### config.mk
export PLATFORM = sky130hd
export DESIGN_NAME = cen3_window
export DESIGN_NICKNAME = d
export VERILOG_FILES = /design/src/sv/census_transform_3x3_assert.svh /design/src/sv/cen3_pkg.sv /design/src/sv/cen3_window.sv
export SDC_FILE = /design/constraint.sdc
export NUM_CORES = 1
export LEC_CHECK = 0
export ABC_AREA = 1
export BUFFER_PORTS_ARGS = -buffer_cell sky130_fd_sc_hd__buf_2
export CELL_PAD_IN_SITES_DETAIL_PLACEMENT = 1
export CELL_PAD_IN_SITES_GLOBAL_PLACEMENT = 1
export CORE_ASPECT_RATIO = 1.25
export CORE_MARGIN = 2
export CORE_UTILIZATION = 40
export DETAILED_ROUTE_END_ITERATION = 16
export GPL_TIMING_DRIVEN = 1
export HOLD_SLACK_MARGIN = 0.15
export PLACE_DENSITY = 0.71
export SYNTH_ARGS = -nofsm -noshare
export SYNTH_HDL_FRONTEND = slang
export SYNTH_SLANG_ARGS = --single-unit
### constraint.sdc
create_clock -name clock -period 11.23 [get_ports clock]
set_clock_uncertainty 0.15 [all_clocks]
set_input_delay 0.5615 -clock clock [delete_from_list [all_inputs] [get_ports clock]]
set_output_delay 0.5615 -clock clock [all_outputs]
set_load 0.02 [all_outputs]
### src/sv/census_transform_3x3_assert.svh
// Assertion macros shared by the census transform RTL.
`ifndef CENSUS_TRANSFORM_3X3_ASSERT_SVH
`define CENSUS_TRANSFORM_3X3_ASSERT_SVH

// Same-cycle implication, disabled during reset.
`define CEN3_ASSERT_NOW(label, clk, rst, ante, cons, msg) \
   label: assert property (@(posedge clk) disable iff (rst) (ante) |-> (cons)) \
      else $error(msg);

// Next-cycle implication, disabled during reset.
`define CEN3_ASSERT_NEXT(label, clk, rst, ante, cons, msg) \
   label: assert property (@(posedge clk) disable iff (rst) (ante) |=> (cons)) \
      else $error(msg);

`endif

### src/sv/cen3_pkg.sv
// Shared constants and types of the 3x3 census transform.
package cen3_pkg;

   localparam int MAX_WIDTH_DEF  = 1024;
   localparam int MAX_HEIGHT_DEF = 1024;

   localparam int PIXEL_W     = 8;
   localparam int CODE_W      = 9;
   localparam int COORD_W     = 10;
   localparam int SIZE_W      = 11;
   localparam int REQ_TDATA_W = 8;
   localparam int RSP_TDATA_W = 32;
   localparam int CSR_INDEX_W = 1;

   localparam logic [SIZE_W-1:0] WIDTH_RESET  = 11'd640;
   localparam logic [SIZE_W-1:0] HEIGHT_RESET = 11'd480;
   localparam logic [SIZE_W-1:0] SIZE_MIN     = 11'd3;

   localparam logic [CSR_INDEX_W-1:0] REG_IMAGE_WIDTH  = 1'b0;
   localparam logic [CSR_INDEX_W-1:0] REG_IMAGE_HEIGHT = 1'b1;

   localparam int QUEUE_DEPTH = 4;
   localparam int QUEUE_PTR_W = $clog2(QUEUE_DEPTH);
   localparam int QUEUE_CNT_W = $clog2(QUEUE_DEPTH + 1);

   typedef struct packed {
      logic               emit;
      logic [COORD_W-1:0] row;
      logic [COORD_W-1:0] col;
      logic               last;
   } meta_type;

   typedef struct packed {
      logic [CODE_W-1:0]  code;
      logic [COORD_W-1:0] row;
      logic [COORD_W-1:0] col;
      logic               last;
   } rsp_type;

endpackage

### src/sv/cen3_window.sv
// Window column registers, window sum stage and census compare.
module cen3_window (
   input  logic                           clock,
   input  logic                           reset,
   input  logic                           in_valid,
   input  logic [cen3_pkg::PIXEL_W-1:0]   pixel,
   input  logic [cen3_pkg::PIXEL_W-1:0]   top,
   input  logic [cen3_pkg::PIXEL_W-1:0]   mid,
   input  cen3_pkg::meta_type             meta,
   output logic                           out_valid,
   output logic [cen3_pkg::CODE_W-1:0]    code,
   output cen3_pkg::meta_type             meta_out
);

   localparam int SUM_W = cen3_pkg::PIXEL_W + 4;
   localparam int NWIN  = 9;
   localparam int NCOL  = 6;

   logic [cen3_pkg::PIXEL_W-1:0] wcol_ff [NCOL];
   logic [cen3_pkg::PIXEL_W-1:0] win [NWIN];
   logic [cen3_pkg::PIXEL_W-1:0] win_b_ff [NWIN];
   logic [SUM_W-1:0]             sum_in;
   logic [SUM_W-1:0]             sum_b_ff;
   logic                         b_valid_ff;
   cen3_pkg::meta_type           meta_b_ff;

   always_comb begin
      win[0] = wcol_ff[0];
      win[1] = wcol_ff[3];
      win[2] = top;
      win[3] = wcol_ff[1];
      win[4] = wcol_ff[4];
      win[5] = mid;
      win[6] = wcol_ff[2];
      win[7] = wcol_ff[5];
      win[8] = pixel;
      sum_in = ((SUM_W'(win[0]) + SUM_W'(win[1])) + (SUM_W'(win[2]) + SUM_W'(win[3])))
             + ((SUM_W'(win[4]) + SUM_W'(win[5])) + (SUM_W'(win[6]) + SUM_W'(win[7])))
             + SUM_W'(win[8]);
   end

   always_ff @(posedge clock) begin
      if (reset) begin
         b_valid_ff <= 1'b0;
         for (int i = 0; i < NCOL; i++) begin
            wcol_ff[i] <= '0;
         end
      end else begin
         b_valid_ff <= in_valid;
         if (in_valid) begin
            wcol_ff[0] <= wcol_ff[3];
            wcol_ff[1] <= wcol_ff[4];
            wcol_ff[2] <= wcol_ff[5];
            wcol_ff[3] <= top;
            wcol_ff[4] <= mid;
            wcol_ff[5] <= pixel;
         end
      end
      if (in_valid) begin
         for (int i = 0; i < NWIN; i++) begin
            win_b_ff[i] <= win[i];
         end
         sum_b_ff  <= sum_in;
         meta_b_ff <= meta;
      end
   end

   always_comb begin
      for (int k = 0; k < NWIN; k++) begin
         code[k] = (SUM_W'({win_b_ff[k], 3'b000}) + SUM_W'(win_b_ff[k])) > sum_b_ff;
      end
   end

   assign out_valid = b_valid_ff;
   assign meta_out  = meta_b_ff;

endmodule

# Word level (Yosys, flattened, before mapping)
# Memories as Yosys holds them, arrays and structs flattened.
# Index checks and enable logic that the tools add are counted.
[word_totals] ff_bits=35 ram_bits=120 inputBits=49 output_inout_bits=32 elab_cells=52 n_memories=2
[classes] addsub=17 n_lt_le_gt_ge=9 n_mux=12 n_bitwise=6
[mem_list] memory="win_b_ff" words=9 width=8 read_ports=9 rd_ports_with_merged_regs=0 write_ports=9 line="cen3_window.sv:21" text="logic [cen3_pkg::PIXEL_W-1:0] win_b_ff [NWIN];"
[mem_list] memory="wcol_ff" words=6 width=8 read_ports=6 rd_ports_with_merged_regs=0 write_ports=6 line="cen3_window.sv:19" text="logic [cen3_pkg::PIXEL_W-1:0] wcol_ff [NCOL];"
[ops] op="$add A11 B8 Y12" count=10
[ops] op="$gt A12 B12 Y1" count=9
[ops] op="$mux W8" count=6
[ops] op="$add A8 B8 Y9" count=4
[ops] op="$add A9 B9 Y10" count=2
[ops] op="$add A10 B10 Y11" count=1
[ops] op="$mux W1" count=6
[ops] op="$or A1 B1 Y1" count=6

# Longest topological paths before layout
[depth] ltp_word=4 mapped_depth=16 depth_no_buf=16

# Least setup slack after synthesis
# OpenSTA, ideal clock, no wires.
[synth_timing] kind="input -> register" startpoint="input top[3] (netlist bit)" endpoint="register sum_b_ff[8], data pin" setup_ps=260 arrival_time_ps=3671 required_time_ps=10820 setup_slack_ps=7149 cell_stages=14 path_buffers=0 path_cell_list="inv_1 -> fa_1 -> inv_1 -> fa_1 -> fa_1 -> inv_1 -> fa_1 -> inv_1 -> fa_1 -> nand2_1 -> nand2_1 -> nand3_1 -> nand2_1 -> xor2_1"
[synth_via] elab_chain_len=4
[synth_lines] element="start: declaration" line="cen3_window.sv:7" text="input logic [cen3_pkg::PIXEL_W-1:0] top,"
[synth_lines] element="$add A8 B8 Y9" line="cen3_window.sv:37" text="sum_in = ((SUM_W'(win[0]) + SUM_W'(win[1])) + (SUM_W'(win[2]) + SUM_W'(win[3])))"
[synth_lines] element="$add A9 B9 Y10" line="cen3_window.sv:37"
[synth_lines] element="$add A10 B10 Y11" line="cen3_window.sv:38" text="+ ((SUM_W'(win[4]) + SUM_W'(win[5])) + (SUM_W'(win[6]) + SUM_W'(win[7])))"
[synth_lines] element="$add A11 B8 Y12" line="cen3_window.sv:39" text="+ SUM_W'(win[8]);"
[synth_lines] element="net sum_in[8]" line="cen3_window.sv:22" text="logic [SUM_W-1:0] sum_in;"
[synth_lines] element="end signal: assignment" line="cen3_window.sv:63" text="sum_b_ff <= sum_in;"
[synth_lines] element="end: declaration" line="cen3_window.sv:23" text="logic [SUM_W-1:0] sum_b_ff;"
# The timed path passes the listed nets, and every way through them passes these cells.
# A chain may end at the register's enable or synchronous reset.

# Final worst setup path
[layout_timing] startpoint="input pixel[2] (netlist bit)" endpoint="register sum_b_ff[8], data pin"
[layout_via] elab_chain_len=1
[layout_lines] element="start: declaration" line="cen3_window.sv:6" text="input logic [cen3_pkg::PIXEL_W-1:0] pixel,"
[layout_lines] element="$add A11 B8 Y12" line="cen3_window.sv:39"
[layout_lines] element="net sum_in[8]" line="cen3_window.sv:22"
# The timed path passes the listed nets, and every way through them passes these cells.

==> impl_metrics.json <==
{
  "status": "completed",
  "drt_iter0_markers": 323,
  "hold_class": "in2reg",
  "gp_congestion": 0.8294,
  "io_pins": 81,
  "crit_path_cell_trace": "dlygate4sd3_1 -> buf_2 -> inv_1 -> fa_1 -> inv_1 -> fa_1 -> fa_1 -> fa_1 -> ha_1 -> fa_1 -> nand2_1 -> nand2_1 -> nand3_1 -> nand2_1 -> xor2_1",
  "cts-root-buf": "clkbuf_16",
  "cts_setup_buffers": 0,
  "routed_via_density": 4.842,
  "drive_gt1_share_pct": 10.01,
  "hold_depth": 1,
  "crit_type": "in2reg",
  "path_common_cell": "fa_1",
  "synth_edf_count": 154,
  "wl_um": 31550,
  "grt_pass1_vias": 9470,
  "fin_crit_ps": 4481,
  "cts_sinks": 155,
  "drc": 0,
  "crit_family": "adder cells",
  "grt_max_degree": 68,
  "vias": 8740,
  "antenna_found_initial": 1,
  "cts.clk_slew.worst_paths_ps": 70,
  "clkLatencyLatePin_ps": 440,
  "synthArstFlopShare_pct": 0,
  "hold_viol_final": 0,
  "dp_worst_setup_slack_ps": 6786,
  "ant_nets": 0,
  "ff2ff_path_depth": 15,
  "min_from": "pixel[5]",
  "crit_fanout": 3,
  "maxSlewViolCount": 0,
  "critPathSlowestCell": "fa_1",
  "tritoncts": "done",
  "syn_area_per_cell_um2": 9.396,
  "synth_fp_nets": 1551,
  "rsz0062_at_grt": "no",
  "fill_cells": 3386,
  "tns_ps": 0,
  "crit_arrival_ps": 4520,
  "dieArea_mm2": 0.03131,
  "leakage_uw": 0.006956,
  "clk_path_buf_depth": 2,
  "max_freq_mhz": 223.2,
  "fin_crit_sh_pct": 39.90,
  "crit_buf_inv": 4,
  "die_h_um": 197.3,
  "maxCapViolCount": 0,
  "port_buffers": 80,
  "initial_utilization_pct": 40.77,
  "fin_nets": 1674,
  "r2r_start": "wcol_ff[2][4]",
  "hpwl_um": 24020,
  "antenna_cells": 0,
  "required_ps": 11270,
  "cts_max_level": 4,
  "synth_seq_area_share_pct": 38.83,
  "worst_hold_path.endpoint": "win_b_ff[0][69]",
  "track_usage_pct": 21.61,
  "r2r_slack_ps": 7100,
  "setup_viol": 0,
  "synthDistinctLibCells": 29,
  "ctsHoldBuffers": 27,
  "final_common_cell": "nand2_1",
  "netlist_area_mm2": 0.01196,
  "dr.pass1.iters": 6,
  "syn-instance-count": 1273,
  "core-area_mm2": 0.02934,
  "ys.flop_type": "edfxtp_1",
  "wl_per_cell_um": 17.48,
  "cellPowerDensity_mw_per_mm2": 201.4,
  "num_rows": 70,
  "ys_ff_latch": 155,
  "fp.dieW_um": 158.7,
  "endpoint_kind": "flop",
  "setup_ws_ps": 6749,
  "cts.repair.resized": 0,
  "cpPeakStageDelay_ps": 540,
  "ir_drop_mv": 0.1501,
  "grt_overflow": 0,
  "worst_pin_slew_ps": 1167,
  "slew_headroom_pct": 22.21,
  "startpoint_type": "input port",
  "area_delta_synth_final_pct": 14.31,
  "mostFrequentLayoutCells": "319 x nand2_1, 244 x inv_1, 166 x ha_1",
  "ys.warnings.count": 0,
  "cts_buffers": 17,
  "r2r_end": "sum_b_ff[11]",
  "grt_pass1_wl_um": 50160
}
## Yosys cell counts, drive strengths merged (2+ instances only)
library cell | number | area (um2)
inv | 245 | 919.6
nor2 | 122 | 618.1
nand4 | 4 | 37.53
nand2 | 319 | 1197
xnor2 | 2 | 17.52
a21o | 16 | 120.1
fa | 63 | 1261
ha | 166 | 2077
xor2 | 29 | 254.0
buf | 5 | 51.30
or2 | 4 | 25.03
nor3 | 4 | 20.02
edfxtp | 154 | 4624
nand3b | 4 | 30.03
a21oi | 58 | 297.8
nand3 | 73 | 365.4
## cell type report
class	instances	area [um2]	share of cell area, %
Sequential cell	155	4644	33.97
Multi-Input combinational cell	868	6346	46.41
Clock buffer	18	429.2	3.139
Timing Repair Buffer	109	688.2	5.033
Tap cell	396	495.5	3.624
Inverter	245	919.6	6.726
Clock inverter	14	150.1	1.098
## through the flow
step | total power (uW) | util (%) | cell area, um2 | hold WS, ps | cells
after CTS | 2785 | 46.60 | 13670 | 152.2 | 1805
after floorplan | 1761 | - | 11960 | 276.4 | 1273
after detailed placement | 2187 | 43.71 | 12820 | 293.7 | 1746
after global placement | 2118 | 43.71 | 12820 | 291.4 | 1746
after global routing | 3018 | 46.60 | 13670 | 161.2 | 1805
final | 2754 | 46.60 | 13670 | 173.2 | 1805
## flip-flops by register name, summed over array words and instances (netlist names)
name / flops
meta_out: 22
out_valid: 1
sum_b_ff: 12
win_b_ff: 72
wcol_ff: 48
## report_power, final
part / switching [uW] / internal, uW / total [uW]
clock: 253 / 315 / 567
sequential: 53.0 / 739 / 792
combinational: 888 / 507 / 1400
total: 1190 / 1560 / 2750
## kinds of logic (layout without fill, tap and decap cells)
group | Yosys count | after routing | synth area share, %
simple gates | 531 | 531 | 19.23
buf+inv | 250 | 386 | 8.117
fa+ha+maj | 229 | 229 | 27.91
flops | 155 | 155 | 38.83
compound gates | 77 | 77 | 3.651
xor+xnor | 31 | 31 | 2.270
## how the worst max path moves through the flow
stage / from / end / slack, ps / depth (start not counted)
after floorplan: top[3] / sum_b_ff[8] / 7150 / 14
after global placement: top[2] / sum_b_ff[8] / 6880 / 14
after detailed placement: top[2] / sum_b_ff[8] / 6790 / 14
after CTS: pixel[2] / sum_b_ff[8] / 6760 / 15
after global routing: pixel[2] / sum_b_ff[10] / 6580 / 16
final: pixel[2] / sum_b_ff[8] / 6750 / 15
## metal layers
metal  GRT usage (%)  up-vias  part of all wire (%)
met1           25.01     4231                    40
met4           7.374        2                   3.1
met2           40.37      130                    54
met3           2.962       45                   2.9
met5               0        -                 0.041
li1                -     4332                     -
(Power assumes the default switching activity.)
