--- config.mk ---
export PLATFORM = sky130hd
export DESIGN_NAME = cen3_rsp_queue
export DESIGN_NICKNAME = d
export VERILOG_FILES = /design/src/sv/census_transform_3x3_assert.svh /design/src/sv/cen3_pkg.sv /design/src/sv/cen3_rsp_queue.sv
export SDC_FILE = /design/constraint.sdc
export NUM_CORES = 1
export LEC_CHECK = 0
export CAP_MARGIN = 20
export CORE_MARGIN = 2
export CORE_UTILIZATION = 25
export DETAILED_ROUTE_END_ITERATION = 6
export DONT_BUFFER_PORTS = 1
export HOLD_SLACK_MARGIN = 0.03
export PLACE_DENSITY = 0.47
export SETUP_SLACK_MARGIN = 0.3
export SKIP_CTS_REPAIR_TIMING = 1
export SYNTH_ARGS = -nofsm -noshare
export SYNTH_HDL_FRONTEND = slang
export SYNTH_SLANG_ARGS = --single-unit
export TNS_END_PERCENT = 100
--- constraint.sdc ---
create_clock -name clock -period 2.45 [get_ports clock]
set_clock_uncertainty 0.1 [all_clocks]
set_input_delay 0.245 -clock clock [delete_from_list [all_inputs] [get_ports clock]]
set_output_delay 0.245 -clock clock [all_outputs]
set_load 0.005 [all_outputs]
--- src/sv/census_transform_3x3_assert.svh ---
// Assertion macros shared by the census transform RTL.
`ifndef CENSUS_TRANSFORM_3X3_ASSERT_SVH
`define CENSUS_TRANSFORM_3X3_ASSERT_SVH

// Same-cycle implication, disabled during reset.
`define CEN3_ASSERT_NOW(label, clk, rst, ante, cons, msg) \
   label: assert property (@(posedge clk) disable iff (rst) (ante) |-> (cons)) \
      else $error(msg);

// Next-cycle implication, disabled during reset.
`define CEN3_ASSERT_NEXT(label, clk, rst, ante, cons, msg) \
   label: assert property (@(posedge clk) disable iff (rst) (ante) |=> (cons)) \
      else $error(msg);

`endif

--- src/sv/cen3_pkg.sv ---
// Shared constants and types of the 3x3 census transform.
package cen3_pkg;

   localparam int MAX_WIDTH_DEF  = 1024;
   localparam int MAX_HEIGHT_DEF = 1024;

   localparam int PIXEL_W     = 8;
   localparam int CODE_W      = 9;
   localparam int COORD_W     = 10;
   localparam int SIZE_W      = 11;
   localparam int REQ_TDATA_W = 8;
   localparam int RSP_TDATA_W = 32;
   localparam int CSR_INDEX_W = 1;

   localparam logic [SIZE_W-1:0] WIDTH_RESET  = 11'd640;
   localparam logic [SIZE_W-1:0] HEIGHT_RESET = 11'd480;
   localparam logic [SIZE_W-1:0] SIZE_MIN     = 11'd3;

   localparam logic [CSR_INDEX_W-1:0] REG_IMAGE_WIDTH  = 1'b0;
   localparam logic [CSR_INDEX_W-1:0] REG_IMAGE_HEIGHT = 1'b1;

   localparam int QUEUE_DEPTH = 4;
   localparam int QUEUE_PTR_W = $clog2(QUEUE_DEPTH);
   localparam int QUEUE_CNT_W = $clog2(QUEUE_DEPTH + 1);

   typedef struct packed {
      logic               emit;
      logic [COORD_W-1:0] row;
      logic [COORD_W-1:0] col;
      logic               last;
   } meta_type;

   typedef struct packed {
      logic [CODE_W-1:0]  code;
      logic [COORD_W-1:0] row;
      logic [COORD_W-1:0] col;
      logic               last;
   } rsp_type;

endpackage

--- src/sv/cen3_rsp_queue.sv ---
// Output queue that holds finished codes until the consumer takes them.
module cen3_rsp_queue (
   input  logic              clock,
   input  logic              reset,
   input  logic              push,
   input  cen3_pkg::rsp_type push_data,
   input  logic              pop_ready,
   output logic              pop_valid,
   output cen3_pkg::rsp_type pop_data
);

   cen3_pkg::rsp_type                 entry_ff [cen3_pkg::QUEUE_DEPTH];
   logic [cen3_pkg::QUEUE_PTR_W-1:0]  wr_ptr_ff;
   logic [cen3_pkg::QUEUE_PTR_W-1:0]  rd_ptr_ff;
   logic [cen3_pkg::QUEUE_CNT_W-1:0]  count_ff;
   logic [cen3_pkg::QUEUE_CNT_W-1:0]  count_in;
   logic                              pop;

   assign pop_valid = (count_ff != '0);
   assign pop       = pop_valid && pop_ready;
   assign pop_data  = entry_ff[rd_ptr_ff];

   always_comb begin
      count_in = count_ff;
      if (push && !pop) begin
         count_in = count_ff + cen3_pkg::QUEUE_CNT_W'(1);
      end else if (pop && !push) begin
         count_in = count_ff - cen3_pkg::QUEUE_CNT_W'(1);
      end
   end

   always_ff @(posedge clock) begin
      if (reset) begin
         wr_ptr_ff <= '0;
         rd_ptr_ff <= '0;
         count_ff  <= '0;
      end else begin
         count_ff <= count_in;
         if (push) begin
            wr_ptr_ff <= wr_ptr_ff + cen3_pkg::QUEUE_PTR_W'(1);
         end
         if (pop) begin
            rd_ptr_ff <= rd_ptr_ff + cen3_pkg::QUEUE_PTR_W'(1);
         end
      end
      if (push) begin
         entry_ff[wr_ptr_ff] <= push_data;
      end
   end

endmodule

* Word-level counts from Yosys, hierarchy flattened
Memories as Yosys holds them, arrays and structs flattened. A register that Yosys moved wholly into a read port is not among the register bits.
Cells that the tools add are included.
** Word-level totals
- Output and inout bits :: 31
- Memories kept :: 1
- RAM bits :: 120
- Flip-flop bits (word level) :: 7
- Input bits :: 34
** Memory list
- entry_ff :: depth 4, width 30, rd ports 1, clocked after memory_dff 1, write ports 1, RTL line cen3_rsp_queue.sv:12 : cen3_pkg::rsp_type entry_ff [cen3_pkg::QUEUE_DEPTH];
** Cells by class
- Reduce and logical (&&, ||, !) cells :: 7
- Add/subtract/negate cells :: 4
- Multiplexer cells :: 6
** Operators with widths (number)
- $mux 3 :: 2
- $add 2x1->2 const B :: 2
- $mux 2 :: 2
- $add 3x1->3 const B :: 1
- $logic_and 1x1->1 :: 3
- $reduce_bool 3->1 :: 1
- $sub 3x1->3 const B :: 1
- $logic_not 1->1 :: 2
- $mux 1 :: 2
- $reduce_bool 2->1 :: 1

* Depth between registers and ports, before layout
Gate-level depths: netlist of the first run.
- Depth after elaboration :: 5
- Gate-level depth with buffers :: 7
- Mapped depth without buffers :: 7

* Worst setup path after synthesis of the first run
No wires, ideal clock.
- Path type :: register -> register
- Start :: register count_ff[1] (netlist name)
- End :: register count_ff[2] (netlist name)
- Path slack :: 0.457 ns
- Cell stages (with the launch flop) :: 8
- Path buffers :: 0
- Required time :: 2.280 ns
- Arrival :: 1.823 ns
- Cell sequence :: dfxtp_1 o31ai_4 ha_1 inv_1 fa_1 xor2_1 or3_1 a21oi_1
** On the way
- Word-level cells in the longest chain between the ends :: 5
- Elaborated cells between the ends (all ways) :: 10
- Those cells by class :: 2 x add/sub; 2 x mux; 6 x reduce/logical
** RTL lines
- from (decl) :: RTL line cen3_rsp_queue.sv:15 : logic [cen3_pkg::QUEUE_CNT_W-1:0] count_ff;
- from (signal assigned) :: RTL line cen3_rsp_queue.sv:38 : count_ff <= count_in;
- parallel branches: the longest is 5 deep, another holds $sub 3x1->3
Several ways; the timed one is not identified. The select of a mux whose other input is x is not followed.
A chain may end at the register's enable or synchronous reset.

* Worst setup path after layout of the first run
- Start :: register count_ff[2] (netlist name)
- End :: register count_ff[2] (netlist name)
Same word-level chain as after synthesis.

==> metrics.yaml, run 1 <==
clock_tree:
  clock_sinks: 129
  tritoncts: "done"
  clock_latency_ns: 0.41
  root_buffer: "clkbuf_16"
  cts_made_buffers: 17
  h-tree-depth: 4
  cts.clk_slew.worst_paths_ns: 0.06
  clockBufferDepth: 2
synthesis:
  synth_edf_count: 120
  ys_ff_latch: 129
  synth.top_cell.area_share_pct: 75.5
  async_flop_share_pct: 0
  synth-compound-area-share_pct: 0.839
  synthMuxAreaShare_pct: 14.6
  synthCells: 199
  synth_area_sq_um: 4770
  avgSynthCellArea_sq_um: 24.0
  synth-adder-area-share_pct: 1.73
  yosysMostFrequentCell: "edfxtp_1"
  synth-warning-count: 0
  synthTopCellsByArea: "edfxtp_1 75%, mux4_2 14%, dfxtp_1 3.8%"
  synth_nets: 239
  synth-simple-area-share_pct: 1.34
  synth_top_family_by_area: "multiplexers"
  synthFlopType: "edfxtp_1"
  seq_area_frac_synth_pct: 79.3
  ys_top_cells_by_count: "120 x edfxtp_1, 30 x mux4_2, 9 x dfxtp_1"
  synthXorXnorAreaFrac_pct: 0.917
  synth_cell_types: 19
  yosys.area.top_type: "edfxtp_1"
placed_design:
  dpl.hpwl_um: 5600
  pre_cts_ws_ns: 0.297
  place_area_sq_um: 5130
  port-buffer-count: 0
  gp_congestion: 0.677
run:
  max-cap-violations: 0
finish:
  syn2layout_area_growth_pct: 28.8
  drive_above_1_share_pct: 29.5
  final_area_sq_um: 6150
  multi_input_area_sq_um: 933
  nNetsFinal: 296
  seqCellArea_sq_um: 3790
  fillerInstances: 1764
drt:
  initialDrtViolationCount: 171
  via_count: 2113
  detail_route.wl_per_cell_um: 18.7
  via_per_inst: 4.20
  wl_um: 9410
  ant_nets: 0
  dr.pass1.iters: 4
  drc: 0
power:
  ir_drop_v: 0.000460
  power.density_nw_per_um2: 1040
  p_leak_uw: 0.00199
global_route:
  grt_max_degree: 21
  antenna_found_initial: 1
  grt_first_pass_wirelength_um: 13500
  grt_usage_pct: 9.88
  grt_pass1_vias: 2199
  grt.overflow.total: 0
hold_path:
  hold_start: "reset"
  min_path_type: "input pin to flip-flop"
critical_path:
  cp.required_ns: 2.70
  path_buf_inv: 1
  endpoint_kind: "flip-flop"
  startpoint: "count_ff[2]$_SDFFE_PP0P_"
  cp_cell_sequence: "o31ai_4 > ha_2 > inv_1 > fa_1 > xor2_1 > or3_1 > a21oi_1"
  cp_max_fo: 5
  arrival_ns: 2.36
  start_kind: "flip-flop"
  critPathSlowestCell: "fa_1"
  critPathKind: "flip-flop to flip-flop"
  critPathTopFamily: "adder cells"
  slowest_delay_ns: 0.37
  r2r_start: "count_ff[2]$_SDFFE_PP0P_"
floorplanning:
  core_sq_um: 18700
  die_x_um: 142
  dieArea_sq_um: 20200
  fp.dieH_um: 142
  initial_utilization_pct: 25.5
  rows: 50
  io_pins: 65
sta:
  layout_setup_ws_ns: 0.336
  finalHoldViolCount: 3
  worst_pin_slew_ns: 0.471
  rsz0062_at_grt: "yes"
  whs_ns: -0.203
  period_share_pct: 86.3
  finalSetupViolations: 0
  setup_tns_ns: 0
  finalCriticalPeriod_ns: 2.11
  slew_violations: 0
  max_freq_ghz: 0.473
  max_slew_margin_pct: 68.6
run_status:
  violations: "negative hold slack"
  outcome: "finished with violations"
[final timing paths]
kind | endpoint | slack, ns | cells after the start
max | count_ff[2]$_SDFFE_PP0P_ | 0.34 | 7
min | count_ff[1]$_SDFFE_PP0P_ | -0.20 | 1
max reg2reg | count_ff[2]$_SDFFE_PP0P_ | 0.34 | 7
min reg2reg | count_ff[2]$_SDFFE_PP0P_ | 0.48 | 2
[report_power, final]
| group | switching (uW) | internal (uW) |
|---|---|---|
| Sequential | 89.4 | 2560 |
| Combinational | 473 | 535 |
| Clock | 941 | 1800 |
[layer usage]
layer / wire [um] / share of wire [%] / global-route usage (%) / vias up
met2: 4990 / 53 / 16.9 / 54
met4: 177 / 1.9 / 4.16 / 0
met5: 0 / 0 / 0 / -
met1: 3700 / 39 / 10.3 / 1098
met3: 542 / 5.8 / 4.95 / 15
li1: - / - / - / 946
[layout by cell type (no fill, tap or decap), drive strengths merged]
cell         count
ha               5
clkbuf          18
diode            1
mux2i            2
xor2             4
or3              2
dfxtp            9
edfxtp         120
o311ai           1
nor2             7
o31ai            1
bufinv           5
inv              4
a21oi            1
mux4            30
xnor2            1
fa               1
clkinvlp         1
o21ai            1
buf             10
clkinv           6
and2             4
dlygate4sd3     35
[cells by family (layout without fill, tap and decap cells)]
kind of cell | after synthesis | after routing
flip-flops | 129 | 129
XOR/XNOR | 5 | 5
buffers and inverters | 10 | 79
AND/OR/NAND/NOR | 13 | 13
other | 0 | 1
adder cells (fa/ha/maj) | 6 | 6
AO/OA/AOI/OAI | 4 | 4
multiplexers | 32 | 32
[registers in the layout (all words and copies together) (netlist names), named ones only]
name       count
entry_ff     120
count_ff       3
rd_ptr_ff      2
wr_ptr_ff      2
[layout make-up]
| class | count | area share [%] |
|---|---|---|
| antenna | 1 | 0.0407 |
| clock buffer | 18 | 6.98 |
| clock inverter | 13 | 3.44 |
| inverter | 3 | 0.183 |
| multi-input combinational | 60 | 15.2 |
| sequential | 129 | 61.6 |
| tap | 234 | 4.76 |
| timing repair buffer | 45 | 7.80 |
[worst reg2reg max path, delay by kind of cell (launching register included)]
kind,cells,cell delay (ns)
compound gates,2,0.43
xor+xnor,1,0.19
fa+ha+maj,2,0.59
buf+inv,1,0.05
flops,1,0.36
simple gates,1,0.32
[metrics by stage]
stage / utilization (%) / power [uW] / instances / hold slack (ns)
2_1_floorplan: - / 3410 / 199 / 0.244
3_3_place_gp: 27.4 / 3620 / 434 / 0.216
3_5_place_dp: 27.4 / 3640 / 434 / 0.219
4_1_cts: 30.9 / 6420 / 465 / -0.233
5_1_grt: 32.9 / 6710 / 503 / -0.231
6_report: 32.9 / 6400 / 503 / -0.203
Note: power is estimated with default switching activity, not from simulation.
==> run 2, diff against run 1 <==
CORE_MARGIN = default   (was 2)
==> run 2 against run 1 <==
  * The flow still finishes with violations (negative hold slack)
  * Sequential power hardly changed
  * Clock power is 9.9% lower
  * Clock-buffer cell count is 1 lower
  * Combinational power hardly changed
  * Sequential cell count stayed put
  * Largest cell class unchanged
  * Highest routed layer unchanged
==> metrics.yaml, run 2 (synthesized netlist as in run 1, its figures left out) <==
sta:
  whs_ns: -0.198  # +0.00514 ns
  worst_pin_slew_ns: 0.342  # -0.129 ns
  slew_violations: 0  # unchanged
  period_share_pct: 85.3  # -0.98 points
  finalCriticalPeriod_ns: 2.09  # -0.0240 ns
  finalHoldViolCount: 3  # unchanged
  rsz0062_at_grt: "yes"
  setup_tns_ns: 0  # unchanged
  max_slew_margin_pct: 77.2  # +8.6 points
  finalSetupViolations: 0  # unchanged
  max_freq_ghz: 0.478  # +1.2%
power:
  power_uw: 6170  # -3.5%
  ir_drop_v: 0.000446  # -3.1%
  p_leak_uw: 0.00196  # -1.9%
  power.density_nw_per_um2: 1010  # -3.0%
global_route:
  grt.overflow.total: 0  # unchanged
  antenna_found_initial: 0  # -1
  grt_pass1_vias: 2150  # -2.2%
  grt_first_pass_wirelength_um: 13700  # +1.5%
  grt_max_degree: 25  # +19%
  grt_usage_pct: 10.1  # +0.21 points
hold_path:
  holdPathEnd: "count_ff[1]$_SDFFE_PP0P_"
  min_path_type: "input pin to flip-flop"
  hold_start: "reset"
  whs_path_depth: 1  # unchanged
critical_path:
  cp.required_ns: 2.69  # about the same
  r2r_cells: 7  # unchanged
  critPathTopFamily: "adder cells"
  r2r_start: "count_ff[2]$_SDFFE_PP0P_"
  arrival_ns: 2.33  # -0.03 ns
  critPathSlowestCell: "fa_1"
  path_buf_inv: 1  # unchanged
  reg2reg_to: "count_ff[2]$_SDFFE_PP0P_"
  endpoint_kind: "flip-flop"
  critPathKind: "flip-flop to flip-flop"
  cp_max_fo: 5  # unchanged
  r2r_slack_ns: 0.36  # +0.02 ns
  slowest_delay_ns: 0.38  # about the same
  start_kind: "flip-flop"
  cp_cell_sequence: "o31ai_4 > ha_2 > inv_1 > fa_1 > xor2_1 > or3_1 > a21oi_1"
finish:
  nNetsFinal: 294  # -0.68%
  final_area_sq_um: 6110  # -0.55%
  utilization_pct: 32.7  # -0.18 points
  drive_above_1_share_pct: 29.2  # -0.26 points
  num_antenna_cells: 0  # -1
  syn2layout_area_growth_pct: 28.1
  largest_reg_flops: 120  # unchanged
  regMostFlops: "entry_ff"
  top_regs: "entry_ff x120, count_ff x3"
  fillerInstances: 1763  # -0.057%
  layout_commonest_cell: "edfxtp_1"
  mostFrequentLayoutCells: "120 x edfxtp_1, 35 x dlygate4sd3_1, 30 x mux4_2, 17 x clkbuf_16"
run:
  max-cap-violations: 0  # unchanged
clock_tree:
  clockBufferDepth: 2  # unchanged
  cts_made_buffers: 17  # unchanged
  h-tree-depth: 4  # unchanged
  tritoncts: "done"
  cts.clk_slew.worst_paths_ns: 0.06  # about the same
  clock_sinks: 129  # unchanged
  root_buffer: "clkbuf_16"
  clock_latency_ns: 0.41  # about the same
drt:
  wl_um: 9090  # -3.4%
  dr.pass1.iters: 4  # unchanged
  ant_nets: 0  # unchanged
  via_per_inst: 4.22  # +0.35%
  via_count: 2112  # -0.047%
  drc: 0  # unchanged
  detail_route.wl_per_cell_um: 18.1  # -3.0%
  initialDrtViolationCount: 140  # -18%
floorplanning:
  rows: 50  # unchanged
  dieArea_sq_um: 19700  # -2.8%
  initial_utilization_pct: 25.5  # unchanged
  die_x_um: 140  # -1.4%
  core_sq_um: 18700  # unchanged
  fp.dieH_um: 140  # -1.4%
  io_pins: 65  # unchanged
run_status:
  violations: "negative hold slack"
  outcome: "finished with violations"
placed_design:
  place_area_sq_um: 5160  # +0.59%
  dpl.hpwl_um: 5360  # -4.3%
  port-buffer-count: 0  # unchanged
  gp_congestion: 0.660  # -2.5%
==> run 2: changes by cell type in the layout (fill, tap and decap cells not counted), sizes merged <==
cell      previous run  this run
buf                 10         8
bufinv               5         2
clkbuf              18        17
clkinv               6         7
clkinvlp             1         4
diode                1         0
inv                  4         5
==> run 2: stage by stage <==
stage	setup WS (ns)	cells
finish	0.360	501
global route	0.255	501
CTS	0.275	465
detailed placement	0.345	433
global placement	0.414	433
floorplan	0.457	199
==> run 2: layer usage <==
layer	routed length, um	up-vias	global-route usage (%)	share of wire, %
li1	-	941	-	-
met1	3970	1112	11.4	44
met2	4560	49	16.3	50
met3	419	10	4.68	4.6
met4	134	0	4.51	1.5
met5	0	-	0	0
==> run 2: worst max path at each step <==
| stage | cells after the start | startpoint | slack (ns) | end |
|---|---|---|---|---|
| floorplan | 7 | count_ff[1]$_SDFFE_PP0P_ | 0.46 | count_ff[2]$_SDFFE_PP0P_ |
| global placement | 7 | count_ff[1]$_SDFFE_PP0P_ | 0.41 | count_ff[2]$_SDFFE_PP0P_ |
| detailed placement | 7 | count_ff[1]$_SDFFE_PP0P_ | 0.35 | count_ff[2]$_SDFFE_PP0P_ |
| CTS | 2 | flip-flop | 0.28 | pop_data[12] |
| global route | 7 | count_ff[2]$_SDFFE_PP0P_ | 0.25 | count_ff[2]$_SDFFE_PP0P_ |
| finish | 7 | count_ff[2]$_SDFFE_PP0P_ | 0.36 | count_ff[2]$_SDFFE_PP0P_ |
==> run 2: worst register-to-register path, cell delays in order, from the launching register on <==
cell and delay, ns:
dfxtp_1 0.36, o31ai_4 0.27, ha_2 0.22, inv_1 0.05, fa_1 0.38, xor2_1 0.18
or3_1 0.31, a21oi_1 0.15
==> run 2: where the power goes <==
group / total, uW / internal, uW / switching [uW]
logic: 1030 / 576 / 453
clock network: 2470 / 1510 / 967
registers: 2670 / 2560 / 109
total: 6170 / 4640 / 1530
==> run 2: final cells by class <==
| type | instances | area (sq um) | area share, % |
|---|---|---|---|
| clock inverters | 15 | 163 | 2.66 |
| well taps | 234 | 293 | 4.79 |
| flip-flops and latches | 129 | 3790 | 62.0 |
| inverters | 3 | 11.3 | 0.184 |
| clock buffers | 17 | 425 | 6.96 |
| repair buffers | 43 | 498 | 8.15 |
| multi-input cells | 60 | 933 | 15.3 |
==> run 3, diff against run 2 <==
CORE_MARGIN = 10   (was default)
CORE_UTILIZATION = 30   (was 25)
PLACE_DENSITY = 0.53   (was 0.47)
==> run 3 against run 2 <==
  * The run now ends clean
  * Sequential power hardly changed
  * Die area is 8.7% higher
  * Routed wire length is 2.9% higher
  * Register-to-register slack gained 0.03 ns
  * Sequential share of layout area is 1.6 points higher
  * Final area shrank 2.5%
  * Critical path depth unchanged
  * Utilization up 5.3 points
  * Power down 6.3%
  * Critical path type unchanged
==> metrics.yaml, run 3 (synthesized netlist as in run 1, its figures left out) <==
drt:
  wl_um: 9350  # +2.9%
  via_count: 2131  # +0.90%
  ant_nets: 0  # unchanged
  initialDrtViolationCount: 96  # -31%
  drc: 0  # unchanged
  via_per_inst: 4.43  # +5.1%
  dr.pass1.iters: 4  # unchanged
  detail_route.wl_per_cell_um: 19.4  # +7.1%
sta:
  slew_violations: 0  # unchanged
  setup_tns_ns: 0  # unchanged
  worst_pin_slew_ns: 0.531  # +0.189 ns
  max_freq_ghz: 0.486  # +1.6%
  max_slew_margin_pct: 64.6  # -13 points
  finalSetupViolations: 0  # unchanged
  layout_setup_ws_ns: 0.393  # +0.0336 ns
  rsz0062_at_grt: "no"
  period_share_pct: 83.9  # -1.4 points
  finalHoldViolCount: 0  # -3
  finalCriticalPeriod_ns: 2.06  # -0.0336 ns
clock_tree:
  root_buffer: "clkbuf_16"
  cts.clk_slew.worst_paths_ns: 0.06  # about the same
  clock_latency_ns: 0.41  # about the same
  clockBufferDepth: 2  # unchanged
  tritoncts: "done"
  h-tree-depth: 4  # unchanged
  clock_sinks: 129  # unchanged
  cts_made_buffers: 17  # unchanged
critical_path:
  arrival_ns: 2.29  # -0.04 ns
  r2r_start: "count_ff[0]$_SDFFE_PP0P_"
  endpoint_kind: "flip-flop"
  cp.required_ns: 2.69  # about the same
  critPathKind: "flip-flop to flip-flop"
  cp_max_fo: 5  # unchanged
  start_kind: "flip-flop"
  startpoint: "count_ff[0]$_SDFFE_PP0P_"
floorplanning:
  core_sq_um: 15700  # -16%
  dieArea_sq_um: 21400  # +8.7%
  die_x_um: 146  # +4.3%
  rows: 46  # -8.0%
  io_pins: 65  # unchanged
  fp.dieH_um: 146  # +4.3%
  initial_utilization_pct: 30.4  # +4.9 points
finish:
  drive_above_1_share_pct: 29.8  # +0.60 points
  fillerInstances: 1429  # -19%
  num_antenna_cells: 0  # unchanged
  nNetsFinal: 293  # -0.34%
  mostFrequentLayoutCells: "120 x edfxtp_1, 33 x dlygate4sd3_1, 30 x mux4_2, 17 x clkbuf_16"
  largest_reg_flops: 120  # unchanged
  syn2layout_area_growth_pct: 24.9
  regMostFlops: "entry_ff"
  layout_commonest_cell: "edfxtp_1"
  top_regs: "entry_ff x120, count_ff x3"
placed_design:
  pre_cts_ws_ns: 0.301  # -0.0443 ns
  dpl.hpwl_um: 5780  # +7.9%
  gp_congestion: 0.617  # -6.5%
  port-buffer-count: 0  # unchanged
global_route:
  grt_usage_pct: 8.95  # -1.1 points
  grt_first_pass_wirelength_um: 13800  # +0.85%
  grt.overflow.total: 0  # unchanged
  antenna_found_initial: 0  # unchanged
  grt_pass1_vias: 2167  # +0.79%
  grt_max_degree: 19  # -24%
power:
  power_frac_comb_pct: 17.2  # +0.5 points
  pwr-share-clk_pct: 37.0  # -3.1 points
  p_leak_uw: 0.00191  # -2.5%
  ir_drop_v: 0.000435  # -2.4%
  p_sw_uw: 1450  # -5.2%
  power.density_nw_per_um2: 970  # -3.9%
  power.switching_fraction_pct: 25.1  # +0.29 points
  internal_power_uw: 4330  # -6.7%
  pwr-share-seq_pct: 45.8  # +2.6 points
run_status:
  outcome: "finished clean"
run:
  max-cap-violations: 0  # unchanged
hold_path:
  min_path_type: "input pin to flip-flop"
  hold_start: "pop_ready"
==> run 3: per-stage QoR <==
| step | hold slack [ns] | power (uW) | instances | util [%] | instance area (sq um) |
|---|---|---|---|---|---|
| finish | 0.0519 | 5780 | 481 | 37.9 | 5960 |
| global route | 0.0518 | 6060 | 481 | 37.9 | 5960 |
| floorplan | 0.244 | 3410 | 199 | - | 4770 |
| CTS | -0.229 | 5810 | 447 | 35.7 | 5610 |
| global placement | 0.216 | 3620 | 416 | 32.5 | 5110 |
| detailed placement | 0.215 | 3640 | 416 | 32.5 | 5110 |
==> run 3: critical path: stages (launching register included) <==
cell	delay [ns]
dfxtp_2	0.36
o31ai_4	0.24
ha_2	0.22
inv_1	0.06
fa_2	0.34
xor2_1	0.17
or3_1	0.33
a21oi_2	0.15
==> run 3: worst paths after layout <==
kind	endpoint	slack (ns)	cells past startpoint
worst max register to register	count_ff[2]$_SDFFE_PP0P_	0.39	7
worst min register to register	flip-flop	0.42	2
worst min-delay path	flip-flop	0.05	4
worst max-delay path	count_ff[2]$_SDFFE_PP0P_	0.39	7
==> run 3: power by group through the flow <==
stage          logic [uW]  clock network (uW)  registers (uW)
5_1_grt              1100                2300            2660
2_1_floorplan         752                   0            2660
6_report              994                2140            2650
4_1_cts               954                2210            2650
3_3_place_gp          940                   0            2680
3_5_place_dp          953                   0            2690
==> run 3: layout make-up <==
class                   count  area [sq um]  area share, %
flip-flops and latches    129          3790           63.5
multi-input cells          60           940           15.8
repair buffers             42           448           7.51
clock buffers              19           433           7.26
well taps                 216           270           4.53
clock inverters            12          71.3           1.20
inverters                   3          11.3          0.189
==> run 3: metal layers <==
layer | part of all wire (%) | wire (um) | GRT usage, %
met5 | 0 | 0 | 0
met4 | 1.1 | 103 | 3.45
met3 | 6.1 | 574 | 5.28
met2 | 53 | 4930 | 14.7
met1 | 40 | 3750 | 9.23
